File: config.mk
export PLATFORM = sky130hd
export DESIGN_NAME = led_stimulus_blink_manager_core
export DESIGN_NICKNAME = d
export VERILOG_FILES = /design/src/rtl/lsbm_pkg.sv /design/src/rtl/lsbm_cell.sv /design/src/rtl/led_stimulus_blink_manager_core.sv
export SDC_FILE = /design/constraint.sdc
export NUM_CORES = 1
export LEC_CHECK = 0
export BUFFER_PORTS_ARGS = -buffer_cell sky130_fd_sc_hd__buf_2
export CAP_MARGIN = 5
export CORE_UTILIZATION = 65
export DETAILED_ROUTE_END_ITERATION = 7
export PLACE_DENSITY = 0.92
export SYNTH_ARGS = -nofsm -noshare
export SYNTH_HDL_FRONTEND = slang
export SYNTH_SLANG_ARGS = --single-unit
File: constraint.sdc
create_clock -name clk -period 7.6 [get_ports clk]
set_input_delay 1.14 -clock clk [delete_from_list [all_inputs] [get_ports clk]]
set_output_delay 1.14 -clock clk [all_outputs]
set_load 0.01 [all_outputs]
File: src/rtl/lsbm_pkg.sv
package lsbm_pkg;

  // LED count and widths
  localparam int NUM_LEDS    = 4;
  localparam int LED_IDX_W   = 2;
  localparam int CFG_IDX_W   = 3;
  localparam int CFG_DATA_W  = 16;
  localparam int ASSIGN_W    = 8;
  localparam int CODE_W      = 7;
  localparam int PERIOD_W    = 16;

  // Register indexes
  localparam logic [CFG_IDX_W-1:0] REG_BLINK_PERIOD = 3'd4;

  // Reset value of the blink period
  localparam logic [PERIOD_W-1:0] DEFAULT_BLINK_PERIOD = 16'd500;
  localparam logic [PERIOD_W-1:0] TICK_MAX             = 16'hFFFF;

  // Action and drive codes
  localparam logic [1:0] ACT_OFF     = 2'd0;
  localparam logic [1:0] ACT_STEADY  = 2'd1;
  localparam logic [1:0] ACT_ONESHOT = 2'd2;
  localparam logic [1:0] ACT_NONE    = 2'd3;

  // Input function codes
  localparam logic FUNC_PUBLISH = 1'b0;
  localparam logic FUNC_TICK    = 1'b1;

  typedef struct packed {
    logic              func;
    logic [CODE_W-1:0] stimulus;
    logic [1:0]        action;
  } in_word_t;

  typedef struct packed {
    logic [LED_IDX_W-1:0] led_index;
    logic [1:0]           led_state;
    logic                 last;
  } out_word_t;

  // Command broadcast to every cell while a word is scanned
  typedef struct packed {
    logic              publish;   // publish word with a valid action
    logic              step;      // tick word that steps the blink phase
    logic              phase;     // phase after the step
    logic [CODE_W-1:0] code;
    logic [1:0]        act;
  } cmd_t;

  // Result offered by the cell that holds the token
  typedef struct packed {
    logic                 valid;
    logic [LED_IDX_W-1:0] led_index;
    logic [1:0]           led_state;
    logic                 last;
  } res_t;

endpackage

File: src/rtl/lsbm_cell.sv
module lsbm_cell (
  input  logic                                clk,
  input  logic                                rst_n,
  input  logic [lsbm_pkg::LED_IDX_W-1:0]      idx,
  input  lsbm_pkg::cmd_t                      cmd,
  input  logic                                adv,
  input  logic                                tok_in,
  input  logic                                later_in,
  input  logic                                cfg_we,
  input  logic [lsbm_pkg::ASSIGN_W-1:0]       cfg_assign,
  output logic                                tok_out,
  output logic                                later_out,
  output lsbm_pkg::res_t                      res
);
  import lsbm_pkg::*;

  logic [ASSIGN_W-1:0] assign_r;
  logic [1:0]          drive_r, drive_nxt;
  logic [1:0]          trigger_r, trigger_nxt;
  logic                tok_r;
  logic                match;
  logic [1:0]          want;
  logic                change;
  logic [1:0]          new_state;

  // Work out this LED's response to the current command
  assign match = (assign_r[CODE_W-1:0] == cmd.code);
  assign want  = {1'b0, assign_r[ASSIGN_W-1]} ^ cmd.act;

  always_comb begin
    change      = 1'b0;
    new_state   = ACT_OFF;
    drive_nxt   = drive_r;
    trigger_nxt = trigger_r;
    if (cmd.publish) begin
      new_state = want;
      if (match) begin
        trigger_nxt = cmd.act;
        if (drive_r != ACT_ONESHOT && cmd.act != ACT_ONESHOT && want != drive_r) begin
          change    = 1'b1;
          drive_nxt = want;
        end
      end
    end else if (cmd.step) begin
      if (cmd.phase) begin
        new_state = ACT_ONESHOT;
        if (trigger_r == ACT_ONESHOT) begin
          change      = 1'b1;
          drive_nxt   = ACT_ONESHOT;
          trigger_nxt = ACT_OFF;
        end
      end else if (drive_r == ACT_ONESHOT) begin
        change    = 1'b1;
        drive_nxt = ACT_OFF;
      end
    end
  end

  // Tell upstream cells whether a change follows them
  assign later_out = change | later_in;
  assign tok_out   = tok_r;

  assign res.valid     = tok_r & change;
  assign res.led_index = tok_r ? idx : '0;
  assign res.led_state = tok_r ? new_state : ACT_OFF;
  assign res.last      = tok_r & ~later_in;

  // Hold state; update it as the token passes
  always_ff @(posedge clk) begin
    if (!rst_n) begin
      assign_r  <= '0;
      drive_r   <= ACT_OFF;
      trigger_r <= ACT_OFF;
      tok_r     <= 1'b0;
    end else begin
      if (cfg_we) begin
        assign_r <= cfg_assign;
      end
      if (adv) begin
        tok_r <= tok_in;
        if (tok_r) begin
          drive_r   <= drive_nxt;
          trigger_r <= trigger_nxt;
        end
      end
    end
  end

endmodule

File: src/rtl/led_stimulus_blink_manager_core.sv
// Channel | Direction | Handshake           | Payload
// in      | input     | in_valid/in_ready   | in_data   (func, stimulus, action)
// out     | output    | out_valid/out_ready | out_data  (led_index, led_state, last)
// cfg     | input     | cfg_valid/cfg_ready | cfg_index, cfg_data
//
// An accepted word sends a token down the row of LED cells, one cell a cycle
// unless the output stalls; no new word is taken until the token leaves the last cell.
// Each change leaves through a one-word output register; a stalled output
// freezes the token. Reset is synchronous: all LEDs off, no triggers,
// phase zero, blink period 500. Configuration is always ready.
module led_stimulus_blink_manager_core (
  input  logic                             clk,
  input  logic                             rst_n,
  input  logic                             in_valid,
  output logic                             in_ready,
  input  lsbm_pkg::in_word_t               in_data,
  output logic                             out_valid,
  input  logic                             out_ready,
  output lsbm_pkg::out_word_t              out_data,
  input  logic                             cfg_valid,
  output logic                             cfg_ready,
  input  logic [lsbm_pkg::CFG_IDX_W-1:0]   cfg_index,
  input  logic [lsbm_pkg::CFG_DATA_W-1:0]  cfg_data
);
  import lsbm_pkg::*;

  logic                 busy_r;
  logic                 start_r;
  cmd_t                 cmd_r, cmd_nxt;
  logic                 phase_r;
  logic                 blinked_r;
  logic [PERIOD_W-1:0]  cnt_r;
  logic [PERIOD_W-1:0]  cnt_inc;
  logic [PERIOD_W-1:0]  period_r;
  logic                 step;
  logic                 in_acc, cfg_acc, adv;
  logic                 out_valid_r;
  out_word_t            out_data_r;

  logic [NUM_LEDS-1:0]  tok;
  logic [NUM_LEDS:0]    later;
  res_t                 res   [NUM_LEDS];
  res_t                 res_any;

  assign in_ready  = ~busy_r;
  assign cfg_ready = 1'b1;
  assign in_acc    = in_valid & in_ready;
  assign cfg_acc   = cfg_valid & cfg_ready;
  assign adv       = ~out_valid_r | out_ready;

  // Decide whether this tick steps the blink phase
  assign cnt_inc = (cnt_r == TICK_MAX) ? TICK_MAX : cnt_r + 16'd1;
  assign step    = ~blinked_r | (cnt_inc >= period_r);

  always_comb begin
    cmd_nxt.publish = (in_data.func == FUNC_PUBLISH) && (in_data.action != ACT_NONE);
    cmd_nxt.step    = (in_data.func == FUNC_TICK) && step;
    cmd_nxt.phase   = ~phase_r;
    cmd_nxt.code    = in_data.stimulus;
    cmd_nxt.act     = in_data.action;
  end

  // Sequence the scan and keep the tick timer
  always_ff @(posedge clk) begin
    if (!rst_n) begin
      busy_r    <= 1'b0;
      start_r   <= 1'b0;
      cmd_r     <= '0;
      phase_r   <= 1'b0;
      blinked_r <= 1'b0;
      cnt_r     <= '0;
      period_r  <= DEFAULT_BLINK_PERIOD;
    end else begin
      if (cfg_acc && cfg_index == REG_BLINK_PERIOD) begin
        period_r <= cfg_data;
      end
      if (in_acc) begin
        busy_r  <= 1'b1;
        start_r <= 1'b1;
        cmd_r   <= cmd_nxt;
        if (in_data.func == FUNC_TICK) begin
          if (step) begin
            cnt_r     <= '0;
            blinked_r <= 1'b1;
            phase_r   <= ~phase_r;
          end else begin
            cnt_r <= cnt_inc;
          end
        end
      end else if (adv) begin
        start_r <= 1'b0;
        if (tok[NUM_LEDS-1]) begin
          busy_r <= 1'b0;
        end
      end
    end
  end

  // Row of LED cells
  assign later[NUM_LEDS] = 1'b0;

  for (genvar g = 0; g < NUM_LEDS; g++) begin : g_cell
    logic tok_in;
    logic we;
    if (g == 0) begin : g_first
      assign tok_in = start_r;
    end else begin : g_rest
      assign tok_in = tok[g-1];
    end
    assign we = cfg_acc && (cfg_index == CFG_IDX_W'(g));
    lsbm_cell u_cell (
      .clk        (clk),
      .rst_n      (rst_n),
      .idx        (LED_IDX_W'(g)),
      .cmd        (cmd_r),
      .adv        (adv),
      .tok_in     (tok_in),
      .later_in   (later[g+1]),
      .cfg_we     (we),
      .cfg_assign (cfg_data[ASSIGN_W-1:0]),
      .tok_out    (tok[g]),
      .later_out  (later[g]),
      .res        (res[g])
    );
  end

  // Merge the token holder's result; only one cell holds the token
  always_comb begin
    res_any = '0;
    for (int i = 0; i < NUM_LEDS; i++) begin
      res_any = res_any | res[i];
    end
  end

  // Output register
  always_ff @(posedge clk) begin
    if (!rst_n) begin
      out_valid_r <= 1'b0;
    end else if (adv) begin
      out_valid_r <= res_any.valid;
    end
  end

  always_ff @(posedge clk) begin
    if (adv && res_any.valid) begin
      out_data_r.led_index <= res_any.led_index;
      out_data_r.led_state <= res_any.led_state;
      out_data_r.last      <= res_any.last;
    end
  end

  assign out_valid = out_valid_r;
  assign out_data  = out_data_r;

endmodule
# Yosys cells after proc, flatten, opt, wreduce, memory -nomap -nowiden
# Index checks and enable logic that the tools add are counted.
# totals
ff_bits	106
inputBits	34
out_inout_bits	8
wordCells	235
# op_classes
n_addsub	1
n_lt_le_gt_ge	1
eq_ne	39
muxes	96
bitwise_logic	27
reduce_logical	40
# ops
operator	n
$mux W2	60
$mux W1	34
$mux W16	2
$eq A7 B7 Y1	4
$reduce_and A7 Y1	4
$reduce_and A6 Y1	4
$or A6 B6 Y6	3
$add A16 B1 Y16 const B	1
$eq A16 B16 Y1 const B	1
$eq A2 B2 Y1 const B	8
$ge A16 B16 Y1	1
$logic_and A1 B1 Y1	16
$ne A2 B1 Y1 const B	8
$reduce_bool A2 Y1	8
$ne A2 B2 Y1 const B	6
$ne A3 B1 Y1 const B	4
$reduce_bool A3 Y1	4
$and A1 B1 Y1	8
$ne A2 B2 Y1	4
$not A1 Y1	8
$xor A1 B2 Y2	4
$eq A3 B2 Y1 const B	2
$or A1 B1 Y1	4
$reduce_and A2 Y1	2
4 further kinds	4

# Longest topological paths before layout
# Gate-level depths: netlist of run 1.
# depth
word_depth	14
ltp_mapped	15
mapped_depth_nobuf	13

# Modules after synthesis
# Synthesis of run 1 repeated with hierarchy kept, for this count alone.
# unflattened
hier_cells	696
area_unflattened_um2	5939.4
# by_module_without_submodules
module	n_inst	cells_per_inst	area_per_inst_um2	seq_area_each_um2
lsbm_cell	4	85	753.2	260.2
led_stimulus_blink_manager_core	1	356	2926.6	1131.1

# Worst setup path after synthesis of run 1
# No wires, ideal clock.
# synth_timing
kind	flip-flop to flip-flop
startpoint	register cnt_r[0]
endpoint	register cnt_r[13]
setup_ns	0.091
t_arrival_ns	3.381
required_ns	7.509
setup_slack_ns	4.128
path_stages_with_launch	16
path_buffers	3
period_less_slack_ns	3.472
path_cell_list	dfxtp_1 > ha_1 > and3_4 > nand3_4 > or4_4 > buf_6 > clkbuf_1 > nand2_1 > ha_1 > a21o_1 > a21o_1 > a21o_1 > a22oi_1 > o211ai_1 > clkbuf_1 > a311oi_1
# synth_via
elab_chain_cells	5
word_cells_on_any_way	6
classes_between	add/sub (1); order compare (1); eq/ne (1); mux (2); bitwise (1)
# synth_lines
element	line	text
start: declaration	led_stimulus_blink_manager_core.sv:32	logic [PERIOD_W-1:0] cnt_r;
start signal: assignment	led_stimulus_blink_manager_core.sv:87	cnt_r <= cnt_inc;
$add A16 B1 Y16 or $eq A16 B16 Y1 (tied branches)	led_stimulus_blink_manager_core.sv:52	assign cnt_inc = (cnt_r == TICK_MAX) ? TICK_MAX : cnt_r + 16'd1;
$mux W16 *	led_stimulus_blink_manager_core.sv:52	
$ge A16 B16 Y1	led_stimulus_blink_manager_core.sv:53	assign step = ~blinked_r | (cnt_inc >= period_r);
$or A1 B1 Y1	led_stimulus_blink_manager_core.sv:53	
$mux W16 *	led_stimulus_blink_manager_core.sv:82	if (step) begin
# Mark *: on every way between the ends. The rest lies on a longest branch, timed or not.
# A chain may end at the register's enable or synchronous reset.

# Worst setup path in the final report of run 1
# layout_timing
startpoint	register cnt_r[0]
endpoint	register cnt_r[3]
# Same word-level chain as after synthesis.

==> flow_summary.toml, run 1 <==
[outcome]
status = "completed"

[global_routing]
initial_antenna_violation_count = 0
first_global_vias = 4699
grt.overflow.total = 0
largest_net_degree_at_the_start_of_global_routing = 68
grt_use_total_pct = 31.5
grt_first_pass_wirelength_um = 22200

[worst_setup_path]
worst_path_buffer_plus_inverter_count = 1
setup.worst_path.start_class = "flip-flop"
setup.worst_path.end_class = "flip-flop"
cp_max_fo = 17
cp_slowest_cell = "or4_4"
cell_family_contributing_the_most_delay_on_the_critical_path = "compound AO/OA/AOI/OAI gates"
critPathKind = "flip-flop to flip-flop"
cp_data_required_time_ns = 7.87
path_cells = "ha_1, and3_4, nand3_4, or4_4, o21ai_0, ha_1, a211o_1, a21oi_1, o21ai_0, a221oi_1, o211ai_1, buf_4, a311oi_1"
arrival_ns = 4.28
critical-path-max-stage-delay_ns = 0.68

[yosys]
synth_seq_area_share_pct = 39.0
ys_ff_latch = 106
post_synth_inst_count = 701
synth_async_sr_flop_share_pct = 0
post_synth_num_cell_types = 66
synth_edf_count = 5
synthesis.nets = 752
average_footprint_of_a_synthesized_cell_um2 = 7.95
synth_warnings = 0
post_synth_instance_area_um2 = 5580
commonest_register_cell_after_synthesis = "dfxtp_1"

[cts]
post_cts_resized = 0
cts_tree = "yes"
cts_inserted_buffers = 9
count_of_hold_buffers_inserted_by_post_cts_repair = 0
cts_root_buffer = "clkbuf_8"
cts.sink_count = 106
number_of_levels_in_the_clock_h_tree = 3
cts_buffer_depth = 2
worst_setup_hold_path_clk_slew_ns = 0.10
clkLatencyLatePin_ns = 0.36
cts_setup_buffers = 0

[placed_design]
place_congestion = 0.876
portBuffers = 40
numPlacedInstances = 806
place_hpwl_um = 9520

[finish]
stdcell_count = 822
final_cell_mix = "154 x nand2_1, 101 x dfxtp_1, 79 x a21oi_1, 40 x buf_2, 38 x xnor2_1"
most_common_cell_after_layout_fill_and_taps_aside = "nand2_1"
footprint_of_the_multi_input_gates_um2 = 3110
syn2layout_area_growth_pct = 6.44
drive_gt1_share_pct = 10.2
fillerInstances = 620
antenna_cells = 0
nNetsFinal = 763
seqCellArea_um2 = 2170

[route]
wl_per_cell_um = 16.2
initialDrtViolationCount = 403
detail-route-antenna-nets = 0
drt_wl_total_um = 13300
viasPerCell = 6.16
drtPass1Iterations = 8
detail_route.drc_violations = 0
via_count = 5063

[die]
pin_count = 42
die-height_um = 94.6
fp-row-count = 33
design.die.area_um2 = 8950
fp.dieW_um = 94.6
core_area_um2 = 8260
starting_density_of_the_core_pct = 67.5

[power_and_ir_drop]
clockPowerShare_pct = 32.8
power.net_switching_uw = 269
power.density_cell_area_nw_per_um2 = 173
power.internal_uw = 758
part_of_the_total_power_dissipated_in_combinational_logic_pct = 9.7
worst_ir_drop_vdd_v = 0.000120
leakage_nw = 2.29
power.switching_fraction_pct = 26.2
power.sequential.fraction_pct = 57.5

[run]
max-cap-violations = 0

[timing]
slew_headroom_pct = 47.1
min_cycle_time_layout_ns = 4.01
rsz0062_at_grt = "no"
setup_viol = 0
fin_skew_ns = 0.00850
setup-tns-final_ns = 0
worst-slew-pin-transition_ns = 0.793
timing_hold_violations_final = 0
max_freq_mhz = 249
period_share_pct = 52.7
report.final.slew_viol_count = 0

[hold_path]
hp-class = "flip-flop to flip-flop"
stage by stage:
| step | total power, mW | cell area [µm²] | worst slack [ns] | hold WS (ns) | utilization, % |
|---|---|---|---|---|---|
| final | 1.03 | 5930 | 3.59 | 0.460 | 71.9 |
| after detailed placement | 0.699 | 5740 | 3.65 | 0.449 | 69.5 |
| after CTS | 1.02 | 5930 | 3.66 | 0.463 | 71.9 |
| after floorplan | 0.666 | 5580 | 4.13 | 0.427 | - |
| after global routing | 1.06 | 5930 | 3.31 | 0.474 | 71.9 |
| after global placement | 0.694 | 5740 | 3.96 | 0.437 | 69.5 |
worst reg2reg max path: stages, from the launching register on:
cell      delay, ns
dfxtp_1        0.41
ha_1           0.25
and3_4         0.25
nand3_4        0.12
or4_4          0.68
o21ai_0        0.17
ha_1           0.30
a211o_1        0.27
a21oi_1        0.13
o21ai_0        0.10
a221oi_1       0.34
o211ai_1       0.38
buf_4          0.31
a311oi_1       0.23
state kept, by name (all words and copies together), names as in the netlist, 4 cells and up:
name,count
period_r,16
g_cell.u_cell.drive_r,8
g_cell.u_cell.tok_out,4
cnt_r,16
g_cell.u_cell.trigger_r,8
out_data,5
cmd_r,12
g_cell.u_cell.assign_r,32
area by class of cell:
| type | instances | area share [%] |
|---|---|---|
| sequential | 106 | 36.6 |
| timing repair buffer | 43 | 3.75 |
| tap | 105 | 2.21 |
| clock inverter | 3 | 0.358 |
| clock buffer | 13 | 2.87 |
| inverter | 29 | 1.83 |
| multi-input combinational | 523 | 52.4 |
cells in the mapped netlist (7+ instances only):
library cell,number,area [µm²]
nand3_1,11,55.1
nor2b_1,7,43.8
nand4_1,12,75.1
inv_1,27,101
xnor2_1,38,333
nand2b_1,10,62.6
o21ai_0,16,80.1
o211ai_1,7,52.6
a311oi_1,8,70.1
and2_1,15,93.8
clkbuf_1,36,135
nor3_1,13,65.1
ha_1,17,213
mux2i_1,12,120
nand2_1,154,578
a21oi_1,79,395
nor2_1,37,139
dfxtp_1,101,2020
worst paths after layout:
check                            from                       end  slack [ns]  cells past startpoint
max reg2reg     cnt_r[0]$_SDFFE_PN0P_     cnt_r[3]$_SDFFE_PN0P_        3.59                     13
min reg2reg  period_r[9]$_SDFFE_PN0P_  period_r[9]$_SDFFE_PN0P_        0.46                      2
max             cnt_r[0]$_SDFFE_PN0P_     cnt_r[3]$_SDFFE_PN0P_        3.59                     13
min          period_r[9]$_SDFFE_PN0P_  period_r[9]$_SDFFE_PN0P_        0.46                      2
kinds of logic (layout without fill, tap and decap cells):
family	after synthesis	in the layout	share of synthesized area [%]
flip-flops	106	106	39.0
multiplexers	15	15	2.76
AND/OR/NAND/NOR	295	295	25.2
XOR/XNOR	44	44	6.91
adder cells (fa/ha/maj)	17	17	3.82
buffers and inverters	72	88	5.30
other	1	1	0.0673
AO/OA/AOI/OAI	151	151	16.9
power groups by stage:
stage | Combinational (mW) | Clock (mW) | Sequential, mW
detailed placement | 0.0962 | 0 | 0.603
global placement | 0.0915 | 0 | 0.602
finish | 0.0993 | 0.337 | 0.591
global route | 0.109 | 0.363 | 0.593
CTS | 0.0975 | 0.337 | 0.590
floorplan | 0.0758 | 0 | 0.590
metal layers:
layer	track usage, %	vias up	wire length (µm)
li1	-	2414	-
met3	7.25	40	1120
met4	10.5	0	322
met1	43.4	2328	5680
met2	48.6	281	6210
met5	0	-	0
No activity file was read; power rests on OpenSTA's default activity.
==> run 2, diff against run 1 <==
CORE_UTILIZATION = 60   (was 65)
PLACE_DENSITY = 0.87   (was 0.92)
clock period = 4.1 ns   (was 7.6 ns; I/O delays follow)
==> flow_summary.toml, run 2 (synthesis gave the netlist of run 1 again) <==
[timing]
setup-tns-final_ns = 0
rsz0062_at_grt = "no"
worst-slew-pin-transition_ns = 0.847
max_freq_mhz = 266
period_share_pct = 91.6
setup_viol = 0
min_cycle_time_layout_ns = 3.75
slew_headroom_pct = 43.5
fin_skew_ns = 0.0114
report.final.slew_viol_count = 0
timing_hold_violations_final = 0
setup_ws_ns = 0.345

[route]
detail_route.drc_violations = 2
routed-wl-met3_um = 945
initialDrtViolationCount = 288
viasPerCell = 6.07
detail-route-antenna-nets = 0
drt_wl_total_um = 13200
top_layer = "met4"
met1Wirelength_um = 5860
met2_length_um = 6200
wl_per_cell_um = 16.1
drtPass1Iterations = 8
via_count = 5007

[cts]
cts_inserted_buffers = 9
post_cts_resized = 0
cts_buffer_depth = 2
count_of_hold_buffers_inserted_by_post_cts_repair = 0
worst_setup_hold_path_clk_slew_ns = 0.09
cts.sink_count = 106
number_of_levels_in_the_clock_h_tree = 3
clkLatencyLatePin_ns = 0.37
cts_setup_buffers = 0
cts_tree = "yes"
cts_root_buffer = "clkbuf_8"

[global_routing]
grt.overflow.total = 0
initial_antenna_violation_count = 0
grt_first_pass_wirelength_um = 22800
largest_net_degree_at_the_start_of_global_routing = 51
first_global_vias = 4776
grt_use_total_pct = 29.3

[worst_setup_path]
arrival_ns = 4.02
cp_data_required_time_ns = 4.36
critPathKind = "flip-flop to flip-flop"
setup.worst_path.start_class = "flip-flop"
setup.worst_path.end_class = "flip-flop"
cp_max_fo = 17

[die]
pin_count = 42
die-height_um = 98.4
fp.dieW_um = 98.4
fp-row-count = 34
design.die.area_um2 = 9680
core_area_um2 = 8850
starting_density_of_the_core_pct = 63.0

[finish]
reg_top3 = "g_cell.u_cell.assign_r x32, cnt_r x16, period_r x16"
final_core_util_pct = 66.9
nNetsFinal = 764
seqCellArea_um2 = 2170
most_common_cell_after_layout_fill_and_taps_aside = "nand2_1"
fillerInstances = 748
final_cell_mix = "154 x nand2_1, 101 x dfxtp_1, 79 x a21oi_1, 40 x buf_2, 38 x xnor2_1"
largest_register_ff_count = 32
largest-register = "g_cell.u_cell.assign_r"
syn2layout_area_growth_pct = 6.24
antenna_cells = 0
layout.cell_area.non_filler_um2 = 5920
drive_gt1_share_pct = 10.3
footprint_of_the_multi_input_gates_um2 = 3110

[hold_path]
hp-class = "flip-flop to flip-flop"

[power_and_ir_drop]
power.density_cell_area_nw_per_um2 = 314
power.sequential.fraction_pct = 58.8
power.internal_mw = 1.37
clockPowerShare_pct = 31.4
worst_ir_drop_vdd_v = 0.000181
power.net_switching_uw = 496
power.switching_fraction_pct = 26.7
leakage_nw = 2.28
part_of_the_total_power_dissipated_in_combinational_logic_pct = 9.8
design_power_total_mw = 1.86

[placed_design]
portBuffers = 40
pre_cts_ws_ns = 0.445
total_cell_area_at_the_placement_stage_um2 = 5750
place_congestion = 0.868
place_hpwl_um = 9770

[outcome]
violated_checks = "design-rule violations"
status = "finished, violations left"

[run]
max-cap-violations = 0
==> run 2: cell types whose count changed in the layout (fill, tap and decap cells not counted), sizes merged <==
| cell | previous run | this run |
|---|---|---|
| clkbuf | 13 | 11 |
| buf | 43 | 44 |
| inv | 28 | 29 |
==> run 2: worst paths after layout <==
| path | startpoint | endpoint | slack, ns | cells after the start |
|---|---|---|---|---|
| max reg2reg | cnt_r[0]$_SDFFE_PN0P_ | cnt_r[2]$_SDFFE_PN0P_ | 0.35 | 13 |
| min reg2reg | period_r[15]$_SDFFE_PN0P_ | period_r[15]$_SDFFE_PN0P_ | 0.46 | 2 |
| min | period_r[15]$_SDFFE_PN0P_ | period_r[15]$_SDFFE_PN0P_ | 0.46 | 2 |
| max | cnt_r[0]$_SDFFE_PN0P_ | cnt_r[2]$_SDFFE_PN0P_ | 0.35 | 13 |
==> run 2: final cells by class <==
type	count	share of cell area [%]
well taps	108	2.28
clock buffers	11	2.39
clock inverters	4	0.465
multi-input cells	523	52.5
flip-flops and latches	106	36.7
repair buffers	44	3.89
inverters	29	1.84
==> run 2: layer usage <==
layer  global-route usage [%]  vias up
li1                         -     2418
met1                     39.8     2352
met4                     11.3        0
met5                        0        -
met2                     47.3      205
met3                     4.15       32
==> run 2: worst max-delay path, stage by stage, from the launching register on <==
cell and delay, ns:
dfxtp_1 0.41, ha_1 0.25, and3_4 0.25, nand3_4 0.11, or4_4 0.68, o21ai_0 0.16
ha_1 0.30, a211o_1 0.26, a21oi_1 0.16, o21ai_0 0.11, a221oi_1 0.31, o211ai_1 0.16
buf_4 0.23, a311oi_1 0.25
==> run 2: power groups by stage <==
stage               clock, mW  combinational, mW  sequential [mW]
global route            0.640              0.203             1.10
finish                  0.584              0.182             1.10
global placement            0              0.171             1.12
floorplan                   0              0.140             1.09
CTS                     0.591              0.180             1.09
detailed placement          0              0.178             1.12
==> run 2: through the flow <==
step / std cells / hold slack [ns]
finish: 825 / 0.459
global route: 825 / 0.467
CTS: 825 / 0.462
detailed placement: 810 / 0.448
global placement: 810 / 0.438
floorplan: 701 / 0.427
==> run 3, diff against run 2 <==
--- a/config.mk
+++ b/config.mk
@@ -8,7 +8,8 @@
 export BUFFER_PORTS_ARGS = -buffer_cell sky130_fd_sc_hd__buf_2
 export CAP_MARGIN = 5
-export CORE_UTILIZATION = 60
+export CORE_ASPECT_RATIO = 1.4
+export CORE_UTILIZATION = 55
 export DETAILED_ROUTE_END_ITERATION = 7
-export PLACE_DENSITY = 0.87
+export PLACE_DENSITY = 0.81
 export SYNTH_ARGS = -nofsm -noshare
 export SYNTH_HDL_FRONTEND = slang
==> constraint.sdc (replaced) <==
create_clock -name clk -period 4.1 [get_ports clk]
set_input_delay 0.205 -clock clk [delete_from_list [all_inputs] [get_ports clk]]
set_output_delay 0.205 -clock clk [all_outputs]
set_load 0.01 [all_outputs]
==> flow_summary.toml, run 3 (synthesis gave the netlist of run 1 again) <==
[route]
drtPass1Iterations = 5
viasPerCell = 5.75
initialDrtViolationCount = 310
detail-route-antenna-nets = 0
drt_wl_total_um = 12600
via_count = 4898
wl_per_cell_um = 14.8
detail_route.drc_violations = 0

[worst_setup_path]
worstSetupStartpoint = "cnt_r[0]$_SDFFE_PN0P_"
setup.worst_path.end_class = "flip-flop"
setup.worst_path.start_class = "flip-flop"
arrival_ns = 3.96
cp_data_required_time_ns = 4.34
rr_startpoint = "cnt_r[0]$_SDFFE_PN0P_"
cp_max_fo = 17
critPathKind = "flip-flop to flip-flop"

[placed_design]
portBuffers = 40
place_congestion = 0.881
place_hpwl_um = 9440
pre_cts_ws_ns = 0.421

[power_and_ir_drop]
power.density_cell_area_nw_per_um2 = 349
worst_ir_drop_vdd_v = 0.000196
design_power_total_mw = 2.12
leakage_nw = 2.34

[die]
core_area_um2 = 9900
pin_count = 42
fp-row-count = 43
die-height_um = 121
design.die.area_um2 = 10500
starting_density_of_the_core_pct = 56.3
fp.dieW_um = 87.1

[timing]
min_cycle_time_layout_ns = 3.73
max_freq_mhz = 268
setup_ws_ns = 0.372
period_share_pct = 90.9
setup-tns-final_ns = 0
worst-slew-pin-transition_ns = 0.738
slew_headroom_pct = 50.8
timing_hold_violations_final = 0
setup_viol = 0
report.final.slew_viol_count = 0
fin_skew_ns = 0.00742
worst_hold_slack_ns = 0.0977
rsz0062_at_grt = "no"

[hold_path]
hp-class = "input pin to flip-flop"
hold_start = "in_data[2]"

[cts]
cts_root_buffer = "clkbuf_16"
cts_tree = "yes"
number_of_levels_in_the_clock_h_tree = 3
cts_inserted_buffers = 9
cts.sink_count = 106
post_cts_resized = 0
worst_setup_hold_path_clk_slew_ns = 0.07
cts_setup_buffers = 0
count_of_hold_buffers_inserted_by_post_cts_repair = 0
clkLatencyLatePin_ns = 0.34
cts_buffer_depth = 2

[finish]
nNetsFinal = 764
most_common_cell_after_layout_fill_and_taps_aside = "nand2_1"
largest-register = "g_cell.u_cell.assign_r"
reg_top3 = "g_cell.u_cell.assign_r x32, cnt_r x16, period_r x16"
drive_gt1_share_pct = 10.3
fillerInstances = 895
largest_register_ff_count = 32
final_cell_mix = "154 x nand2_1, 101 x dfxtp_1, 79 x a21oi_1, 40 x buf_2, 38 x xnor2_1"
syn2layout_area_growth_pct = 9.02
antenna_cells = 0

[global_routing]
grt_use_total_pct = 25.3
largest_net_degree_at_the_start_of_global_routing = 50
initial_antenna_violation_count = 0
grt_first_pass_wirelength_um = 21000
first_global_vias = 4554
grt.overflow.total = 0

[run]
max-cap-violations = 0

[outcome]
status = "completed"
==> run 3: cell count changes in the layout (fill, tap and decap cells not counted), sizes merged <==
cell and change:
clkinv -2, clkbuf +3, clkinvlp -1
==> run 3: area by class of cell <==
type | count | area [µm²] | area share, %
clock buffer | 14 | 284 | 4.67
sequential | 106 | 2170 | 35.7
timing repair buffer | 44 | 230 | 3.79
inverter | 29 | 109 | 1.79
clock inverter | 1 | 6.26 | 0.103
tap | 135 | 169 | 2.78
multi-input combinational | 523 | 3110 | 51.1
==> run 3: path summary, 6_finish.rpt <==
check | slack, ns | cells after the start | to
setup / recovery | 0.37 | 13 | cnt_r[4]$_SDFFE_PN0P_
hold / removal | 0.1 | 3 | cmd_r[2]$_SDFFE_PN0P_
setup reg to reg | 0.37 | 13 | cnt_r[4]$_SDFFE_PN0P_
hold reg to reg | 0.46 | 2 | g_cell[0].u_cell.trigger_r[1]$_SDFFE_PN0P_
==> run 3: routing by layer <==
layer / vias to the layer above / track usage (%) / wire length (µm)
met4: 0 / 11.8 / 436
met1: 2298 / 29.8 / 5160
met3: 36 / 4.01 / 538
li1: 2429 / - / -
met5: - / 0 / 0
met2: 135 / 44.3 / 6510
==> run 3: stage by stage <==
stage / instance area [µm²] / util [%] / instances
2_1_floorplan: 5580 / - / 701
3_3_place_gp: 5790 / 58.5 / 837
3_5_place_dp: 5790 / 58.5 / 837
4_1_cts: 6080 / 61.4 / 852
5_1_grt: 6080 / 61.4 / 852
6_report: 6080 / 61.4 / 852
==> run 3: report_power, final <==
group	total (mW)	internal, mW	switching [mW]
clock	0.842	0.476	0.366
combinational	0.186	0.0704	0.116
sequential	1.09	1.06	0.0306
==> run 3: critical path, stage by stage (launching register included) <==
cell and delay, ns:
dfxtp_1 0.39, ha_1 0.25, and3_4 0.25, nand3_4 0.12, or4_4 0.68, o21ai_0 0.16
ha_1 0.29, a211o_1 0.27, a21oi_1 0.12, o21ai_0 0.10, a221oi_1 0.35, o211ai_1 0.15
buf_4 0.22, a311oi_1 0.27
